`config.mk`:
```
export PLATFORM = sky130hd
export DESIGN_NAME = sorted_edge_pwm_scheduler_flat
export DESIGN_NICKNAME = d
export VERILOG_FILES = /design/src/sv/sep_pkg.sv /design/src/sv/sep_if.sv /design/src/sv/sep_apb_cfg.sv /design/src/sv/sep_edge_mem.sv /design/src/sv/sep_seq.sv /design/src/sv/sorted_edge_pwm_scheduler.sv /design/src/flat_wrapper.sv
export SDC_FILE = /design/constraint.sdc
export NUM_CORES = 1
export LEC_CHECK = 0
export ABC_AREA = 0
export BUFFER_PORTS_ARGS = -buffer_cell sky130_fd_sc_hd__clkbuf_2
export CORE_MARGIN = 1
export CORE_UTILIZATION = 45
export CTS_CLUSTER_SIZE = 20
export DETAILED_ROUTE_END_ITERATION = 6
export HOLD_SLACK_MARGIN = 0.1
export MAX_ROUTING_LAYER = met4
export PLACE_DENSITY = 0.7
export RECOVER_POWER = 50
export SYNTH_ARGS = -nofsm -noshare
export SYNTH_HDL_FRONTEND = slang
export SYNTH_HIERARCHICAL = 1
export SYNTH_SLANG_ARGS = --single-unit
```
`constraint.sdc`:
```
create_clock -name clk -period 4 [get_ports clk]
set_input_delay 0.2 -clock clk [delete_from_list [all_inputs] [get_ports clk]]
set_output_delay 0.2 -clock clk [all_outputs]
set_load 0.1 [all_outputs]
```
`src/sv/sep_pkg.sv`:
```
// shared types, constants and helpers for the sorted edge pwm scheduler
// no dependencies; compiled first
package sep_pkg;

    localparam int CHANNELS   = 16;
    localparam int EDGE_DEPTH = 16;
    localparam int IDX_W      = $clog2(EDGE_DEPTH);
    localparam int CNT_W      = $clog2(EDGE_DEPTH + 1);
    localparam int ADDR_W     = 3;

    // request codes
    localparam logic [1:0] REQ_SET   = 2'd0;
    localparam logic [1:0] REQ_START = 2'd1;
    localparam logic [1:0] REQ_NEXT  = 2'd2;

    // register index (word address bit of paddr)
    localparam logic REG_PERIOD = 1'b0;

    localparam logic [15:0] PERIOD_RESET = 16'd9856;
    localparam logic [15:0] NO_EDGE      = 16'hFFFF;
    localparam logic [7:0]  FULL_ON      = 8'hFF;
    localparam logic [7:0]  FULL_OFF     = 8'h00;
    localparam logic [13:0] WIDTH_BASE   = 14'd640;

    typedef struct packed {
        logic [3:0]  chan;
        logic [15:0] etime;
    } edge_entry_t;

    typedef struct packed {
        logic             we;
        logic [IDX_W-1:0] waddr;
        edge_entry_t      wdata;
        logic             re;
        logic [IDX_W-1:0] raddr;
    } mem_req_t;

    typedef struct packed {
        logic             busy;
        logic [CNT_W-1:0] cnt;
        logic [CNT_W-1:0] rp;
    } seq_status_t;

    // pulse width in us: 640 + 4b + ((b/2)*b)/4, at most 9756 (9720 for b up to 254)
    function automatic logic [13:0] pulse_width(input logic [7:0] b);
        logic [14:0] prod;
        prod = {8'b0, b[7:1]} * {7'b0, b};
        return WIDTH_BASE + {4'b0, b, 2'b0} + 14'(prod >> 2);
    endfunction

    function automatic logic [15:0] chan_bit(input logic [3:0] c);
        return 16'(1) << c;
    endfunction

endpackage

```
`src/sv/sep_if.sv`:
```
// valid/ready channel interfaces for requests and results
// depends on sep_pkg
interface sep_req_if;
    import sep_pkg::*;
    logic       valid;
    logic       ready;
    logic [1:0] req_type;
    logic [3:0] channel;
    logic [7:0] brightness;

    modport source (output valid, output req_type, output channel, output brightness,
                    input ready);
    modport sink   (input valid, input req_type, input channel, input brightness,
                    output ready);
endinterface

interface sep_rsp_if;
    import sep_pkg::*;
    logic        valid;
    logic        ready;
    logic [15:0] levels;
    logic [15:0] edge_time;

    modport source (output valid, output levels, output edge_time, input ready);
    modport sink   (input valid, input levels, input edge_time, output ready);
endinterface

```
`src/sv/sep_apb_cfg.sv`:
```
// apb-style configuration register holding the pwm period
// depends on sep_pkg
module sep_apb_cfg (
    input  logic                       clk,
    input  logic                       rst_n,
    input  logic                       psel,
    input  logic                       penable,
    input  logic                       pwrite,
    input  logic [sep_pkg::ADDR_W-1:0] paddr,
    input  logic [31:0]                pwdata,
    output logic [31:0]                prdata,
    output logic                       pready,
    output logic [15:0]                period
);
    import sep_pkg::*;

    logic [15:0] period_reg;
    logic [15:0] period_next;
    logic        wr_hit;

    assign pready = 1'b1;
    assign wr_hit = psel && penable && pwrite && (paddr[ADDR_W-1] == REG_PERIOD);

    always_comb
    begin
        period_next = period_reg;
        if (wr_hit)
        begin
            period_next = pwdata[15:0];
        end
    end

    always_ff @(posedge clk or negedge rst_n)
    begin
        if (!rst_n)
        begin
            period_reg <= PERIOD_RESET;
        end
        else
        begin
            period_reg <= period_next;
        end
    end

    assign prdata = (paddr[ADDR_W-1] == REG_PERIOD) ? {16'b0, period_reg} : 32'b0;
    assign period = period_reg;

endmodule

```
`src/sv/sep_edge_mem.sv`:
```
// edge table ram: one write port, one read port, registered read data
// depends on sep_pkg
module sep_edge_mem (
    input  logic                 clk,
    input  sep_pkg::mem_req_t    mem_req,
    output sep_pkg::edge_entry_t rd_data
);
    import sep_pkg::*;

    edge_entry_t edge_mem [EDGE_DEPTH];
    edge_entry_t rd_data_reg;

    always_ff @(posedge clk)
    begin
        if (mem_req.we)
        begin
            edge_mem[mem_req.waddr] <= mem_req.wdata;
        end
        if (mem_req.re)
        begin
            rd_data_reg <= edge_mem[mem_req.raddr];
        end
    end

    assign rd_data = rd_data_reg;

endmodule

```
`src/sv/sep_seq.sv`:
```
// request sequencer: scans and shifts the edge table, pops edges, holds the result register
// depends on sep_pkg and sep_if
module sep_seq (
    input  logic                   clk,
    input  logic                   rst_n,
    input  logic [15:0]            period,
    sep_req_if.sink                req,
    sep_rsp_if.source              rsp,
    output sep_pkg::mem_req_t      mem_req,
    input  sep_pkg::edge_entry_t   rd_data,
    output sep_pkg::seq_status_t   stat
);
    import sep_pkg::*;

    localparam logic [3:0] ST_IDLE     = 4'd0;
    localparam logic [3:0] ST_NE_FIRST = 4'd1;
    localparam logic [3:0] ST_NE_NEXT  = 4'd2;
    localparam logic [3:0] ST_PREP     = 4'd3;
    localparam logic [3:0] ST_SCAN     = 4'd4;
    localparam logic [3:0] ST_DROP     = 4'd5;
    localparam logic [3:0] ST_SHDN     = 4'd6;
    localparam logic [3:0] ST_INS      = 4'd7;
    localparam logic [3:0] ST_SHUP     = 4'd8;
    localparam logic [3:0] ST_WRNEW    = 4'd9;
    localparam logic [3:0] ST_DONE     = 4'd10;

    // control state
    logic [3:0]       state_reg, state_next;
    logic [CNT_W-1:0] cnt_reg, cnt_next;
    logic [CNT_W-1:0] rp_reg, rp_next;
    logic [15:0]      start_reg, start_next;
    logic [15:0]      lev_reg, lev_next;
    logic [15:0]      time_reg, time_next;
    logic             rsp_valid_reg, rsp_valid_next;

    // working payload
    logic [IDX_W-1:0] idx_reg, idx_next;
    logic [IDX_W-1:0] d_reg, d_next;
    logic             found_reg, found_next;
    logic [CNT_W-1:0] pos_reg, pos_next;
    logic [3:0]       ch_reg, ch_next;
    logic [7:0]       b_reg, b_next;
    logic [13:0]      w_reg, w_next;
    logic [15:0]      tnew_reg, tnew_next;
    logic             ins_reg, ins_next;
    logic [15:0]      rsp_lev_reg, rsp_lev_next;
    logic [15:0]      rsp_time_reg, rsp_time_next;

    logic [CNT_W-1:0] rp_inc;
    logic [CNT_W-1:0] cnt_dec;
    logic [CNT_W-1:0] idx_ext;
    logic [CNT_W-1:0] idx_inc;
    logic [CNT_W-1:0] d_ext;
    logic [15:0]      ch_mask;

    assign rp_inc  = rp_reg + CNT_W'(1);
    assign cnt_dec = cnt_reg - CNT_W'(1);
    assign idx_ext = CNT_W'(idx_reg);
    assign idx_inc = idx_ext + CNT_W'(1);
    assign d_ext   = CNT_W'(d_reg);
    assign ch_mask = chan_bit(ch_reg);

    always_comb
    begin
        state_next     = state_reg;
        cnt_next       = cnt_reg;
        rp_next        = rp_reg;
        start_next     = start_reg;
        lev_next       = lev_reg;
        time_next      = time_reg;
        idx_next       = idx_reg;
        d_next         = d_reg;
        found_next     = found_reg;
        pos_next       = pos_reg;
        ch_next        = ch_reg;
        b_next         = b_reg;
        w_next         = w_reg;
        tnew_next      = tnew_reg;
        ins_next       = ins_reg;
        rsp_lev_next   = rsp_lev_reg;
        rsp_time_next  = rsp_time_reg;
        rsp_valid_next = rsp_valid_reg && !rsp.ready;
        mem_req        = '0;

        case (state_reg)
            ST_IDLE:
            begin
                if (req.valid)
                begin
                    case (req.req_type)
                        REQ_START:
                        begin
                            lev_next   = start_reg;
                            time_next  = 16'd0;
                            rp_next    = '0;
                            state_next = ST_DONE;
                        end
                        REQ_NEXT:
                        begin
                            if (rp_reg >= cnt_reg)
                            begin
                                time_next  = NO_EDGE;
                                lev_next   = 16'd0;
                                state_next = ST_DONE;
                            end
                            else
                            begin
                                mem_req.re    = 1'b1;
                                mem_req.raddr = rp_reg[IDX_W-1:0];
                                state_next    = ST_NE_FIRST;
                            end
                        end
                        REQ_SET:
                        begin
                            if ({1'b0, req.channel} < 5'(CHANNELS))
                            begin
                                ch_next    = req.channel;
                                b_next     = req.brightness;
                                w_next     = pulse_width(req.brightness);
                                state_next = ST_PREP;
                            end
                            else
                            begin
                                state_next = ST_DONE;
                            end
                        end
                        default:
                        begin
                            state_next = ST_DONE;
                        end
                    endcase
                end
            end

            // first popped edge fixes the time of this group
            ST_NE_FIRST:
            begin
                time_next = rd_data.etime;
                lev_next  = lev_reg ^ chan_bit(rd_data.chan);
                rp_next   = rp_inc;
                if (rp_inc < cnt_reg)
                begin
                    mem_req.re    = 1'b1;
                    mem_req.raddr = rp_inc[IDX_W-1:0];
                    state_next    = ST_NE_NEXT;
                end
                else
                begin
                    state_next = ST_DONE;
                end
            end

            ST_NE_NEXT:
            begin
                if (rd_data.etime == time_reg)
                begin
                    lev_next = lev_reg ^ chan_bit(rd_data.chan);
                    rp_next  = rp_inc;
                    if (rp_inc < cnt_reg)
                    begin
                        mem_req.re    = 1'b1;
                        mem_req.raddr = rp_inc[IDX_W-1:0];
                    end
                    else
                    begin
                        state_next = ST_DONE;
                    end
                end
                else
                begin
                    state_next = ST_DONE;
                end
            end

            // start level from the brightness, edge time from the pulse width
            ST_PREP:
            begin
                found_next = 1'b0;
                pos_next   = '0;
                idx_next   = '0;
                ins_next   = 1'b0;
                if (b_reg == FULL_ON)
                begin
                    start_next = start_reg | ch_mask;
                end
                else if (b_reg == FULL_OFF)
                begin
                    start_next = start_reg & ~ch_mask;
                end
                else
                begin
                    ins_next = 1'b1;
                    if ({2'b0, w_reg} > {1'b0, period[15:1]})
                    begin
                        start_next = start_reg | ch_mask;
                        tnew_next  = {2'b0, w_reg};
                    end
                    else
                    begin
                        start_next = start_reg & ~ch_mask;
                        tnew_next  = period - {2'b0, w_reg};
                    end
                end
                if (cnt_reg != '0)
                begin
                    mem_req.re    = 1'b1;
                    mem_req.raddr = '0;
                    state_next    = ST_SCAN;
                end
                else
                begin
                    state_next = ST_DROP;
                end
            end

            // one pass finds the old entry and the insert slot after its removal
            ST_SCAN:
            begin
                if (rd_data.chan == ch_reg)
                begin
                    found_next = 1'b1;
                    d_next     = idx_reg;
                end
                else if (rd_data.etime <= tnew_reg)
                begin
                    pos_next = pos_reg + CNT_W'(1);
                end
                if (idx_inc < cnt_reg)
                begin
                    mem_req.re    = 1'b1;
                    mem_req.raddr = idx_inc[IDX_W-1:0];
                    idx_next      = idx_inc[IDX_W-1:0];
                end
                else
                begin
                    state_next = ST_DROP;
                end
            end

            ST_DROP:
            begin
                state_next = ST_INS;
                if (found_reg)
                begin
                    cnt_next = cnt_dec;
                    if (rp_reg > cnt_dec)
                    begin
                        rp_next = cnt_dec;
                    end
                    if (d_ext < cnt_dec)
                    begin
                        mem_req.re    = 1'b1;
                        mem_req.raddr = d_reg + IDX_W'(1);
                        idx_next      = d_reg + IDX_W'(1);
                        state_next    = ST_SHDN;
                    end
                end
            end

            // close the gap: entry idx moves to idx-1, cnt_reg already reduced
            ST_SHDN:
            begin
                mem_req.we    = 1'b1;
                mem_req.waddr = idx_reg - IDX_W'(1);
                mem_req.wdata = rd_data;
                if (idx_ext < cnt_reg)
                begin
                    mem_req.re    = 1'b1;
                    mem_req.raddr = idx_inc[IDX_W-1:0];
                    idx_next      = idx_inc[IDX_W-1:0];
                end
                else
                begin
                    state_next = ST_INS;
                end
            end

            ST_INS:
            begin
                if (ins_reg && (cnt_reg < CNT_W'(EDGE_DEPTH)))
                begin
                    if (cnt_reg > pos_reg)
                    begin
                        mem_req.re    = 1'b1;
                        mem_req.raddr = cnt_dec[IDX_W-1:0];
                        idx_next      = cnt_dec[IDX_W-1:0];
                        state_next    = ST_SHUP;
                    end
                    else
                    begin
                        state_next = ST_WRNEW;
                    end
                end
                else
                begin
                    state_next = ST_DONE;
                end
            end

            // open the slot from the top down: entry idx moves to idx+1
            ST_SHUP:
            begin
                mem_req.we    = 1'b1;
                mem_req.waddr = idx_reg + IDX_W'(1);
                mem_req.wdata = rd_data;
                if (idx_ext > pos_reg)
                begin
                    mem_req.re    = 1'b1;
                    mem_req.raddr = idx_reg - IDX_W'(1);
                    idx_next      = idx_reg - IDX_W'(1);
                end
                else
                begin
                    state_next = ST_WRNEW;
                end
            end

            ST_WRNEW:
            begin
                mem_req.we          = 1'b1;
                mem_req.waddr       = pos_reg[IDX_W-1:0];
                mem_req.wdata.chan  = ch_reg;
                mem_req.wdata.etime = tnew_reg;
                cnt_next            = cnt_reg + CNT_W'(1);
                state_next          = ST_DONE;
            end

            ST_DONE:
            begin
                if (!rsp_valid_reg || rsp.ready)
                begin
                    rsp_lev_next   = lev_reg;
                    rsp_time_next  = time_reg;
                    rsp_valid_next = 1'b1;
                    state_next     = ST_IDLE;
                end
            end

            default:
            begin
                state_next = ST_IDLE;
            end
        endcase
    end

    always_ff @(posedge clk or negedge rst_n)
    begin
        if (!rst_n)
        begin
            state_reg     <= ST_IDLE;
            cnt_reg       <= '0;
            rp_reg        <= '0;
            start_reg     <= '0;
            lev_reg       <= '0;
            time_reg      <= '0;
            rsp_valid_reg <= 1'b0;
        end
        else
        begin
            state_reg     <= state_next;
            cnt_reg       <= cnt_next;
            rp_reg        <= rp_next;
            start_reg     <= start_next;
            lev_reg       <= lev_next;
            time_reg      <= time_next;
            rsp_valid_reg <= rsp_valid_next;
        end
    end

    always_ff @(posedge clk)
    begin
        idx_reg      <= idx_next;
        d_reg        <= d_next;
        found_reg    <= found_next;
        pos_reg      <= pos_next;
        ch_reg       <= ch_next;
        b_reg        <= b_next;
        w_reg        <= w_next;
        tnew_reg     <= tnew_next;
        ins_reg      <= ins_next;
        rsp_lev_reg  <= rsp_lev_next;
        rsp_time_reg <= rsp_time_next;
    end

    assign req.ready     = (state_reg == ST_IDLE);
    assign rsp.valid     = rsp_valid_reg;
    assign rsp.levels    = rsp_lev_reg;
    assign rsp.edge_time = rsp_time_reg;

    assign stat.busy = (state_reg != ST_IDLE);
    assign stat.cnt  = cnt_reg;
    assign stat.rp   = rp_reg;

endmodule

```
`src/sv/sorted_edge_pwm_scheduler.sv`:
```
// top level of the sorted edge pwm scheduler
// depends on sep_pkg, sep_if, sep_apb_cfg, sep_edge_mem, sep_seq
//
//  port      dir   kind              transfer when
//  req       in    valid/ready       req.valid && req.ready
//  rsp       out   valid/ready       rsp.valid && rsp.ready
//  apb       in    psel/penable      psel && penable && pwrite (pready tied high)
//
// one request at a time; each gives one result, held in an output register so the
// next request is taken while the result waits. next edge pops every edge that
// shares the earliest remaining time; set duty scans the table for the channel's
// old edge and the insert slot, closes the gap, opens the slot and writes the new
// edge, the table ram's one read and one write port walking the sorted table one
// entry per cycle.
// no clearing pass after reset: only entries below the edge count are ever read.
// a stalled result holds the sequencer in its final state until the transfer.
module sorted_edge_pwm_scheduler (
    input  logic                       clk,
    input  logic                       rst_n,
    input  logic                       psel,
    input  logic                       penable,
    input  logic                       pwrite,
    input  logic [sep_pkg::ADDR_W-1:0] paddr,
    input  logic [31:0]                pwdata,
    output logic [31:0]                prdata,
    output logic                       pready,
    sep_req_if.sink                    req,
    sep_rsp_if.source                  rsp
);
    import sep_pkg::*;

    logic [15:0] period;
    mem_req_t    mem_req;     // sequencer to table ram
    edge_entry_t rd_data;     // registered ram read data, valid in the cycle after the read
    seq_status_t stat;

    // period register behind the apb port
    sep_apb_cfg u_cfg (
        .clk     (clk),
        .rst_n   (rst_n),
        .psel    (psel),
        .penable (penable),
        .pwrite  (pwrite),
        .paddr   (paddr),
        .pwdata  (pwdata),
        .prdata  (prdata),
        .pready  (pready),
        .period  (period)
    );

    // sorted edge table, channel and time per entry
    sep_edge_mem u_mem (
        .clk     (clk),
        .mem_req (mem_req),
        .rd_data (rd_data)
    );

    // read-modify-write sequencer; shifts read one neighbor while writing the other,
    // so a read and a write never hit the same entry in the same cycle
    sep_seq u_seq (
        .clk     (clk),
        .rst_n   (rst_n),
        .period  (period),
        .req     (req),
        .rsp     (rsp),
        .mem_req (mem_req),
        .rd_data (rd_data),
        .stat    (stat)
    );

    // table never overfills
    a_cnt_bound: assert property (@(posedge clk) disable iff (!rst_n)
        stat.cnt <= CNT_W'(EDGE_DEPTH))
        else $error("edge count above table depth");

    // read pointer stays within the filled part of the table
    a_rp_bound: assert property (@(posedge clk) disable iff (!rst_n)
        stat.rp <= stat.cnt)
        else $error("read pointer beyond edge count");

    // an accepted request is either being worked on or already has its result
    a_accept_progress: assert property (@(posedge clk) disable iff (!rst_n)
        (req.valid && req.ready) |=> (stat.busy || rsp.valid))
        else $error("accepted request left no work and no result");

    // shifts never read and write one entry in the same cycle
    a_no_rw_overlap: assert property (@(posedge clk) disable iff (!rst_n)
        !(mem_req.we && mem_req.re && (mem_req.waddr == mem_req.raddr)))
        else $error("table read and write collide");

endmodule

```
`src/flat_wrapper.sv`:
```
// flat-port wrapper written by rule: the top's interface ports become plain ports
module sorted_edge_pwm_scheduler_flat import sep_pkg::*;
  (clk, rst_n, psel, penable, pwrite, paddr, pwdata, prdata, pready, req_valid, req_req_type, req_channel, req_brightness, req_ready, rsp_valid, rsp_levels, rsp_edge_time, rsp_ready);
  sep_req_if req_i ();
  sep_rsp_if rsp_i ();
  input  logic clk;
  input  logic rst_n;
  input  logic psel;
  input  logic penable;
  input  logic pwrite;
  input  logic [sep_pkg::ADDR_W-1:0] paddr;
  input  logic [31:0] pwdata;
  output logic [31:0] prdata;
  output logic pready;
  input wire logic [$bits(req_i.valid)-1:0] req_valid;
  input wire logic [$bits(req_i.req_type)-1:0] req_req_type;
  input wire logic [$bits(req_i.channel)-1:0] req_channel;
  input wire logic [$bits(req_i.brightness)-1:0] req_brightness;
  output wire logic [$bits(req_i.ready)-1:0] req_ready;
  output wire logic [$bits(rsp_i.valid)-1:0] rsp_valid;
  output wire logic [$bits(rsp_i.levels)-1:0] rsp_levels;
  output wire logic [$bits(rsp_i.edge_time)-1:0] rsp_edge_time;
  input wire logic [$bits(rsp_i.ready)-1:0] rsp_ready;
  assign req_i.valid = req_valid;
  assign req_i.req_type = req_req_type;
  assign req_i.channel = req_channel;
  assign req_i.brightness = req_brightness;
  assign req_ready = req_i.ready;
  assign rsp_valid = rsp_i.valid;
  assign rsp_levels = rsp_i.levels;
  assign rsp_edge_time = rsp_i.edge_time;
  assign rsp_i.ready = rsp_ready;
  sorted_edge_pwm_scheduler u_core (.clk(clk), .rst_n(rst_n), .psel(psel), .penable(penable), .pwrite(pwrite), .paddr(paddr), .pwdata(pwdata), .prdata(prdata), .pready(pready), .req(req_i), .rsp(rsp_i));
endmodule
```
==> results.sh, run 1 <==
export IMPL_final_area_sq_mm=0.03069
export IMPL_max_freq_mhz=227.5
export IMPL_via_count=16440
export IMPL_cp_max_fo=4
export IMPL_cts_buffer_depth=3
export IMPL_antenna_found_initial=0
export IMPL_pwr_share_comb_pct=48.0
export IMPL_synth_seq_cells=508
export IMPL_antenna_cells=0
export IMPL_grt_overflow_total=0
export IMPL_viasPerCell=5.652
export IMPL_finalPower_w=0.02527
export IMPL_cts_tree="done"
export IMPL_setup_ws_ns=-0.3962
export IMPL_port_buffers=87
export IMPL_grt_usage_pct=22.82
export IMPL_arrival_ns=4.73
export IMPL_placed_area_sq_mm=0.02780
export IMPL_ys_async_sr_fraction_pct=15.55
export IMPL_drc=0
export IMPL_clk_latency_ns=0.60
export IMPL_fillers=4385
export IMPL_rsz0062_at_grt="yes"
export IMPL_worst_setup_path_start_kind="primary input"
export IMPL_seq_area_frac_synth_pct=59.08
export IMPL_gp_congestion=0.9380
export IMPL_clk_pin_slew_ns=0.06
export IMPL_initial_core_util_pct=45.58
export IMPL_setup_worst_path_end_class="register"
export IMPL_core_sq_mm=0.05520
export IMPL_switchingPower_w=0.009664
export IMPL_hold_viol=0
export IMPL_synth_cell_type_count=81
export IMPL_holdCritPathClass="in -> reg"
export IMPL_drv_slew=109
export IMPL_cts_buffers=52
export IMPL_cts_root_buffer="clkbuf_16"
export IMPL_finClkSkew_ns=0.01741
export IMPL_mostFrequentLayoutCell="edfxtp_1"
export IMPL_num_io_pins=123
export IMPL_grt_pass1_wl_mm=96.08
export IMPL_grt_max_degree=49
export IMPL_drv_cap=3
export IMPL_avgSynthCellArea_sq_um=13.96
export IMPL_p_int_w=0.01560
export IMPL_p_clk_share_pct=19.7
export IMPL_die_y_microns=238.5
export IMPL_antenna_left=0
export IMPL_area_delta_synth_final_pct=21.97
export IMPL_power_density_mw_per_mm2=823.3
export IMPL_netlist_instances=1802
export IMPL_nets=2324
export IMPL_drive_above_1_share_pct=26.53
export IMPL_run_status="finished, violations left"
export IMPL_ir_drop_v=0.0004447
export IMPL_period_share_pct=109.9
export IMPL_synth_area_sq_mm=0.02516
export IMPL_wl_per_cell_microns=21.75
export IMPL_final_util_pct=55.59
export IMPL_slew_headroom_pct=-93.54
export IMPL_power_frac_seq_pct=32.3
export IMPL_worstSetupPathType="in -> reg"
export IMPL_layout_common_cells="edfxtp_1, buf_4, nand2_1"
export IMPL_rows=86
export IMPL_synth_warnings=6
export IMPL_required_ns=4.33
export IMPL_wl_mm=63.26
export IMPL_pre_cts_slack_ns=-1.182
export IMPL_swShare_pct=38.25
export IMPL_dieArea_sq_mm=0.05686
export IMPL_firstDrtPassIters=5
export IMPL_dp_hpwl_mm=42.07
export IMPL_violations="capacitance limit, slew limit, setup timing"
export IMPL_tightest_slew_ns=2.903
export IMPL_grt_pass1_vias=16590
export IMPL_drt_iter0_drc=1567
export IMPL_largest_reg_flops=320
export IMPL_clock_sinks=508
export IMPL_ys_dominant_reg_cell="edfxtp_1"
export IMPL_die_x_microns=238.5
export IMPL_finalCriticalPeriod_ns=4.396
export IMPL_p_leak_nw=11.51
export IMPL_setup_viol=90
export IMPL_synth_edff_count=429
export IMPL_htree_levels=2
==> path summary, 6_finish.rpt <==
kind / start / endpoint / slack [ns] / cells past startpoint
worst min-delay path: req_req_type[0] / u_core/u_seq/state_reg[0]$_DFFE_PN0P_ / 0.19 / 4
min in group asynchronous: rst_n / u_core/u_seq/lev_reg[5]$_DFFE_PN0P_ / 1.10 / 2
worst max-delay path: req_brightness[7] / u_core/u_seq/w_reg[12]$_DFFE_PP_ / -0.40 / 21
max in group asynchronous: rst_n / asynchronous set/reset pin / 0.78 / 3
worst max register to register: u_core/u_seq/state_reg[0]$_DFFE_PN0P_ / u_core/u_mem/edge_mem[14][8]$_DFFE_PP_ / -0.23 / 7
worst min register to register: u_core/u_seq/lev_reg[8]$_DFFE_PN0P_ / u_core/u_seq/rsp.levels[8]$_DFFE_PP_ / 0.49 / 0
==> cell type report <==
cell class,instances,area [sq um],area share [%]
flip-flops and latches,508,14860,48.44
well taps,748,935.9,3.050
multi-input cells,1125,10070,32.82
inverters,99,379.1,1.235
clock inverters,27,279.0,0.9092
clock buffers,70,1501,4.893
repair buffers,331,2658,8.660
==> power by group through the flow <==
| stage | sequential, W | clock, W | combinational (W) |
|---|---|---|---|
| 2_1_floorplan | 0.00876 | 0 | 0.00666 |
| 3_3_place_gp | 0.00820 | 0 | 0.0105 |
| 3_5_place_dp | 0.00824 | 0 | 0.0107 |
| 4_1_cts | 0.00814 | 0.00507 | 0.0115 |
| 5_1_grt | 0.00827 | 0.00526 | 0.0131 |
| 6_report | 0.00816 | 0.00499 | 0.0121 |
==> repair_timing <==
item / CTS / global route
setup endpoints to repair: 23 / 28
cloned: 3 / 4
hold buffers: 30 / 0
pin swaps: 60 / 70
setup buffers: 18 / 16
resized for setup: 66 / 84
hold endpoints to repair: 76 / 0
==> critical path, stage by stage <==
cell      delay (ns)
clkbuf_8        0.12
buf_6           0.11
and2_4          0.13
fa_2            0.59
fa_1            0.45
fa_1            0.57
ha_4            0.23
ha_4            0.22
a211o_4         0.36
o221a_1         0.21
o31a_1          0.13
o21a_1          0.19
nor2_1          0.11
xor2_1          0.16
ha_1            0.25
inv_2           0.07
ha_4            0.20
o21ai_2         0.15
a21oi_4         0.05
o21ai_2         0.14
xnor2_1         0.09
==> cells in the mapped netlist (32+ instances only) <==
cell	count	share of area, %
edfxtp_1	429	51
nand2_1	144	2.1
ha_1	131	6.5
inv_1	97	1.4
a21oi_1	77	1.5
nor2_1	77	1.1
dfrtp_1	75	7.5
o21ai_0	72	1.4
mux4_2	64	5.7
xnor2_1	47	1.6
a22oi_1	45	1.3
clkbuf_1	44	0.66
nor2b_1	32	0.80
==> layer usage <==
layer | wire length [microns] | track usage, % | vias up
li1 | - | - | 7473
met1 | 26970 | 30.12 | 8306
met2 | 30520 | 36.86 | 558
met3 | 4264 | 3.609 | 99
met4 | 1502 | 6.041 | 0
met5 | 0 | - | -
==> stage by stage <==
stage	cells	hold WS [ns]	setup TNS, ns
after CTS	2889	0.1641	-1.581
after floorplan	1817	-0.09559	-4.349
after global routing	2908	0.2106	-48.88
after global placement	2741	0.2806	-7.967
after detailed placement	2741	0.2905	-9.053
final	2908	0.1868	-11.39
==> cell families (layout without fill, tap and decap cells) <==
| group | Yosys count | in the layout | share of synthesized area, % |
|---|---|---|---|
| buffers and inverters | 184 | 527 | 3.377 |
| flip-flops | 508 | 508 | 59.08 |
| multiplexers | 122 | 122 | 9.394 |
| adder cells (fa/ha/maj) | 151 | 151 | 8.106 |
| XOR/XNOR | 69 | 69 | 2.402 |
| other | 2 | 17 | 0.02985 |
| AO/OA/AOI/OAI | 373 | 373 | 10.07 |
| AND/OR/NAND/NOR | 393 | 393 | 7.549 |
No activity file was read; power rests on OpenSTA's default activity.
==> run 2: changes to the inputs <==
Settings changed: PLACE_DENSITY 0.7 to not set.
==> results.sh, run 2 (same netlist as run 1, synthesis figures left out) <==
export IMPL_run_status="finished, violations left"
export IMPL_violations="capacitance limit, slew limit, setup timing"
export IMPL_largest_reg_flops=320
export IMPL_clk_pin_slew_ns=0.06
export IMPL_drv_slew=84
export IMPL_path_cells="buf_8, and2_4, fa_1, fa_1, fa_1, fa_2, ha_4, o21a_1, o221a_1, o31a_1, o21a_1, nor2_1, xor2_1, ha_1, inv_2, ha_4, o21ai_2, a21oi_1, o21ai_1, xnor2_1"
export IMPL_setup_viol=9
export IMPL_initial_core_util_pct=45.58
export IMPL_grt_pass1_wl_mm=94.94
export IMPL_power_density_mw_per_mm2=807.7
export IMPL_port_buffers=87
export IMPL_wl_mm=62.71
export IMPL_via_count=16140
export IMPL_clk_latency_ns=0.61
export IMPL_hold_viol=0
export IMPL_required_ns=4.34
export IMPL_holdCritPathClass="in -> reg"
export IMPL_critPathMaxStageDelay_ns=0.57
export IMPL_htree_levels=2
export IMPL_cts_root_buffer="clkbuf_16"
export IMPL_ir_drop_v=0.0004085
export IMPL_finalCriticalPeriod_ns=4.404
export IMPL_antenna_found_initial=0
export IMPL_core_sq_mm=0.05520
export IMPL_nets=2334
export IMPL_worst_setup_path_start_kind="primary input"
export IMPL_tightest_slew_ns=3.019
export IMPL_period_share_pct=110.1
export IMPL_grt_overflow_total=0
export IMPL_cp_top_family="adder cells"
export IMPL_cts_buffers=52
export IMPL_drt_iter0_drc=1274
export IMPL_clock_sinks=508
export IMPL_setup_ws_ns=-0.4039
export IMPL_mostFrequentLayoutCell="edfxtp_1"
export IMPL_p_leak_nw=11.50
export IMPL_dieArea_sq_mm=0.05686
export IMPL_cts_tree="done"
export IMPL_worstSetupPathType="in -> reg"
export IMPL_firstDrtPassIters=5
export IMPL_cts_buffer_depth=3
export IMPL_drc=0
export IMPL_viasPerCell=5.540
export IMPL_layout_common_cells="edfxtp_1, buf_4, nand2_1"
export IMPL_arrival_ns=4.74
export IMPL_drive_above_1_share_pct=23.74
export IMPL_grt_max_degree=52
export IMPL_crit_buf_inv=2
export IMPL_wl_per_cell_microns=21.52
export IMPL_antenna_left=0
export IMPL_grt_usage_pct=22.73
export IMPL_rsz0062_at_grt="yes"
export IMPL_area_delta_synth_final_pct=20.73
export IMPL_die_x_microns=238.5
export IMPL_crit_path_top_delay_cell="fa_1"
export IMPL_pre_cts_slack_ns=-1.161
export IMPL_cp_max_fo=3
export IMPL_grt_pass1_vias=16080
export IMPL_die_y_microns=238.5
export IMPL_slew_headroom_pct=-101.3
export IMPL_gp_congestion=0.9015
export IMPL_finClkSkew_ns=0.01969
export IMPL_dp_hpwl_mm=42.51
export IMPL_hold_ws_ns=0.1545
export IMPL_num_io_pins=123
export IMPL_rows=86
export IMPL_max_freq_mhz=227.1
export IMPL_drv_cap=2
export IMPL_setup_worst_path_end_class="register"
export IMPL_crit_top_cell="fa_1"
==> run 2: per-layer routing <==
layer	track usage [%]	part of all wire [%]
met1	30.44	44
met2	37.17	49
met3	2.800	4.8
met4	5.245	1.9
met5	-	0
==> run 2: where the power goes <==
group	total (W)	switching, W	internal (W)
sequential	0.00816	0.000670	0.00749
clock	0.00490	0.00200	0.00290
combinational	0.0115	0.00665	0.00482
total	0.0245	0.00933	0.0152
==> run 2: layout make-up <==
| class | instances | area [sq um] |
|---|---|---|
| fill | 4527 | 24830 |
| sequential | 508 | 14860 |
| multi-input combinational | 1125 | 9838 |
| timing repair buffer | 341 | 2635 |
| clock buffer | 73 | 1440 |
| tap | 748 | 935.9 |
| inverter | 99 | 379.1 |
| clock inverter | 19 | 280.3 |
| antenna | 1 | 2.502 |
==> run 2: path summary, 6_finish.rpt <==
check | from | to | cells past startpoint | slack, ns
min in group asynchronous | rst_n | u_core/u_cfg/period[5]$_DFFE_PN0P_ | 2 | 1.14
min reg2reg | u_core/u_seq/lev_reg[0]$_DFFE_PN0P_ | u_core/u_seq/rsp.levels[0]$_DFFE_PP_ | 0 | 0.48
max | req_brightness[1] | u_core/u_seq/w_reg[12]$_DFFE_PP_ | 20 | -0.40
max reg2reg | u_core/u_seq/state_reg[3]$_DFFE_PN0P_ | u_core/u_mem/rd_data[1]$_DFFE_PP_ | 13 | -0.01
max in group asynchronous | rst_n | u_core/u_seq/time_reg[6]$_DFFE_PN0P_ | 3 | 0.80
min | req_req_type[0] | u_core/u_seq/state_reg[0]$_DFFE_PN0P_ | 4 | 0.15
==> run 2: repair_timing <==
item	4_1_cts	5_1_grt
endpoints found under the hold margin	85	0
gates resized for setup	12	62
pin swaps	18	31
cloned	1	4
setup buffers	1	38
hold buffers	32	0
endpoints found under the setup margin	8	28
==> run 2: through the flow <==
step | total power (W) | area (sq um) | cells | TNS, ns | util, %
finish | 0.02454 | 30380 | 2914 | -1.828 | 55.03
CTS | 0.02401 | 30010 | 2871 | -1.618 | 54.37
detailed placement | 0.01889 | 27870 | 2745 | -7.985 | 50.49
floorplan | 0.01543 | 25380 | 1817 | -4.349 | -
global placement | 0.01871 | 27870 | 2745 | -7.537 | 50.49
global route | 0.02591 | 30370 | 2913 | -6.148 | 55.02
==> run 2: worst register-to-register path: stages (launching register included) <==
cell	delay, ns
dfrtp_1	0.51
nor2_1	0.18
clkbuf_1	0.79
nand3_1	0.24
a21oi_1	0.26
o21ai_0	0.16
o211ai_1	0.13
buf_4	0.18
buf_12	0.15
buf_12	0.16
buf_4	0.13
mux4_2	0.50
a22oi_2	0.19
nand2_1	0.14
==> run 3: changes to the inputs <==
Clock period 4 ns to 5.6 ns, I/O delays scaled along.
==> results.sh, run 3 (same netlist as run 1, synthesis figures left out) <==
export IMPL_drc=0
export IMPL_viasPerCell=5.576
export IMPL_dp_hpwl_mm=39.25
export IMPL_clk_pin_slew_ns=0.06
export IMPL_timing_rr_end="u_core/u_mem/edge_mem[10][18]$_DFFE_PP_"
export IMPL_hold_start="req_brightness[1]"
export IMPL_core_sq_mm=0.05520
export IMPL_die_y_microns=238.5
export IMPL_via_count=15360
export IMPL_cts_root_buffer="clkbuf_16"
export IMPL_r2r_start="u_core/u_seq/state_reg[0]$_DFFE_PN0P_"
export IMPL_rr_worst_depth=7
export IMPL_holdPathEnd="u_core/u_seq/b_reg[1]$_DFFE_PP_"
export IMPL_slew_headroom_pct=-155.3
export IMPL_grt_use_met3_pct=3.031
export IMPL_period_share_pct=95.21
export IMPL_drv_slew=101
export IMPL_ir_drop_v=0.0003287
export IMPL_cp_max_fo=8
export IMPL_drive_above_1_share_pct=15.30
export IMPL_num_io_pins=123
export IMPL_grt_pass1_wl_mm=90.54
export IMPL_worst_setup_path_start_kind="primary input"
export IMPL_setup_worst_path_end_class="register"
export IMPL_violations="capacitance limit, slew limit"
export IMPL_power_density_mw_per_mm2=561.3
export IMPL_largest_reg_flops=320
export IMPL_max_freq_mhz=187.5
export IMPL_drv_cap=2
export IMPL_clock_sinks=508
export IMPL_htree_levels=2
export IMPL_use_met2_pct=36.35
export IMPL_run_status="finished, violations left"
export IMPL_grt_usage_pct=21.85
export IMPL_fillers=4660
export IMPL_gp_congestion=0.9106
export IMPL_setup_viol=0
export IMPL_grt_pass1_vias=15310
export IMPL_seqCellArea_sq_mm=0.01486
export IMPL_rows=86
export IMPL_required_ns=5.94
export IMPL_antenna_left=0
export IMPL_port_buffers=87
export IMPL_dp_cells=2624
export IMPL_cts_tree="done"
export IMPL_layout_common_cells="edfxtp_1, nand2_1, ha_1"
export IMPL_nets=2170
export IMPL_hold_depth=1
export IMPL_grtUsageMet1_pct=28.20
export IMPL_fin_tns_setup_ns=0
export IMPL_p_leak_nw=10.58
export IMPL_cts_buffer_depth=3
export IMPL_multi_input_area_sq_mm=0.009524
export IMPL_arrival_ns=5.67
export IMPL_area_delta_synth_final_pct=13.29
export IMPL_tightest_slew_ns=3.829
export IMPL_wl_mm=59.37
export IMPL_rsz0062_at_grt="no"
export IMPL_r2r_slack_ns=0.36
export IMPL_grt_overflow_total=0
export IMPL_holdCritPathClass="in -> reg"
export IMPL_finClkSkew_ns=0.02201
export IMPL_wl_per_cell_microns=21.56
export IMPL_clk_latency_ns=0.61
export IMPL_antenna_cells=0
export IMPL_cts_buffers=53
export IMPL_initial_core_util_pct=45.58
export IMPL_antenna_found_initial=1
export IMPL_dieArea_sq_mm=0.05686
export IMPL_mostFrequentLayoutCell="edfxtp_1"
export IMPL_drt_iter0_drc=1113
export IMPL_grt_max_degree=81
export IMPL_fin_cells=2754
export IMPL_busiest_layer="met2"
export IMPL_firstDrtPassIters=5
export IMPL_worstSetupPathType="in -> reg"
export IMPL_die_x_microns=238.5
export IMPL_finalCriticalPeriod_ns=5.332
export IMPL_hold_viol=0
## run 3: worst max-delay path by stage
stage,startpoint,end,slack (ns),cells past startpoint
2_1_floorplan,req_brightness[5],u_core/u_seq/w_reg[12]$_DFFE_PP_,0.26,21
3_3_place_gp,req_brightness[1],u_core/u_seq/w_reg[12]$_DFFE_PP_,0.19,22
3_5_place_dp,req_brightness[1],u_core/u_seq/w_reg[12]$_DFFE_PP_,0.13,22
4_1_cts,req_brightness[4],u_core/u_seq/w_reg[11]$_DFFE_PP_,0.20,23
5_1_grt,req_brightness[6],u_core/u_seq/w_reg[12]$_DFFE_PP_,0.002,23
6_report,req_brightness[0],u_core/u_seq/w_reg[12]$_DFFE_PP_,0.27,22
## run 3: timing repair
item                                    in CTS  in global routing
hold buffers                                33                  0
endpoints found under the hold margin       45                  0
gates resized for setup                      0                 10
endpoints found under the setup margin       0                  4
setup buffers                                0                  0
## run 3: routing by layer
| metal | wire (microns) | vias up | part of all wire (%) |
|---|---|---|---|
| met4 | 1176 | 0 | 2.0 |
| met2 | 29530 | 399 | 50 |
| met3 | 3104 | 81 | 5.2 |
| met5 | 0 | - | 0 |
| met1 | 25570 | 7711 | 43 |
| li1 | - | 7164 | - |
## run 3: critical path, cell delays in order
cell	delay [ns]
dlygate4sd3_1	0.53
clkbuf_2	0.17
and2_1	0.19
ha_1	0.32
a31o_2	0.27
fa_1	0.52
fa_1	0.43
fa_1	0.41
ha_1	0.35
a211o_1	0.33
o221a_1	0.24
o31a_1	0.13
o21a_1	0.17
nor2_1	0.10
xor2_1	0.18
ha_1	0.25
inv_1	0.06
ha_1	0.27
o21ai_2	0.18
a21oi_2	0.05
o21ai_1	0.16
xnor2_1	0.08
## run 3: cell type report
type	instances	share of cell area [%]
timing repair buffer	176	3.863
clock buffer	68	5.061
sequential	508	52.15
clock inverter	30	0.9262
inverter	99	1.304
tap	748	3.283
multi-input combinational	1125	33.41
## run 3: through the flow
stage	power [W]	setup WS (ns)	hold WS (ns)	instance area, sq um	utilization [%]
floorplan	0.01083	0.2611	-0.01559	25220	-
global route	0.01691	0.001713	0.3002	28500	51.64
finish	0.01600	0.2680	0.2718	28500	51.64
global placement	0.01254	0.1929	0.1474	26660	48.29
CTS	0.01618	0.2028	0.1841	28700	51.98
detailed placement	0.01268	0.1313	0.1519	26660	48.29
## run 3: report_power, final
part	switching (W)	internal (W)	total [W]	leakage, nW
registers	0.000565	0.00535	0.00592	4.95
logic	0.00423	0.00242	0.00665	4.81
clock network	0.00147	0.00196	0.00343	0.821
total	0.00626	0.00974	0.0160	10.6
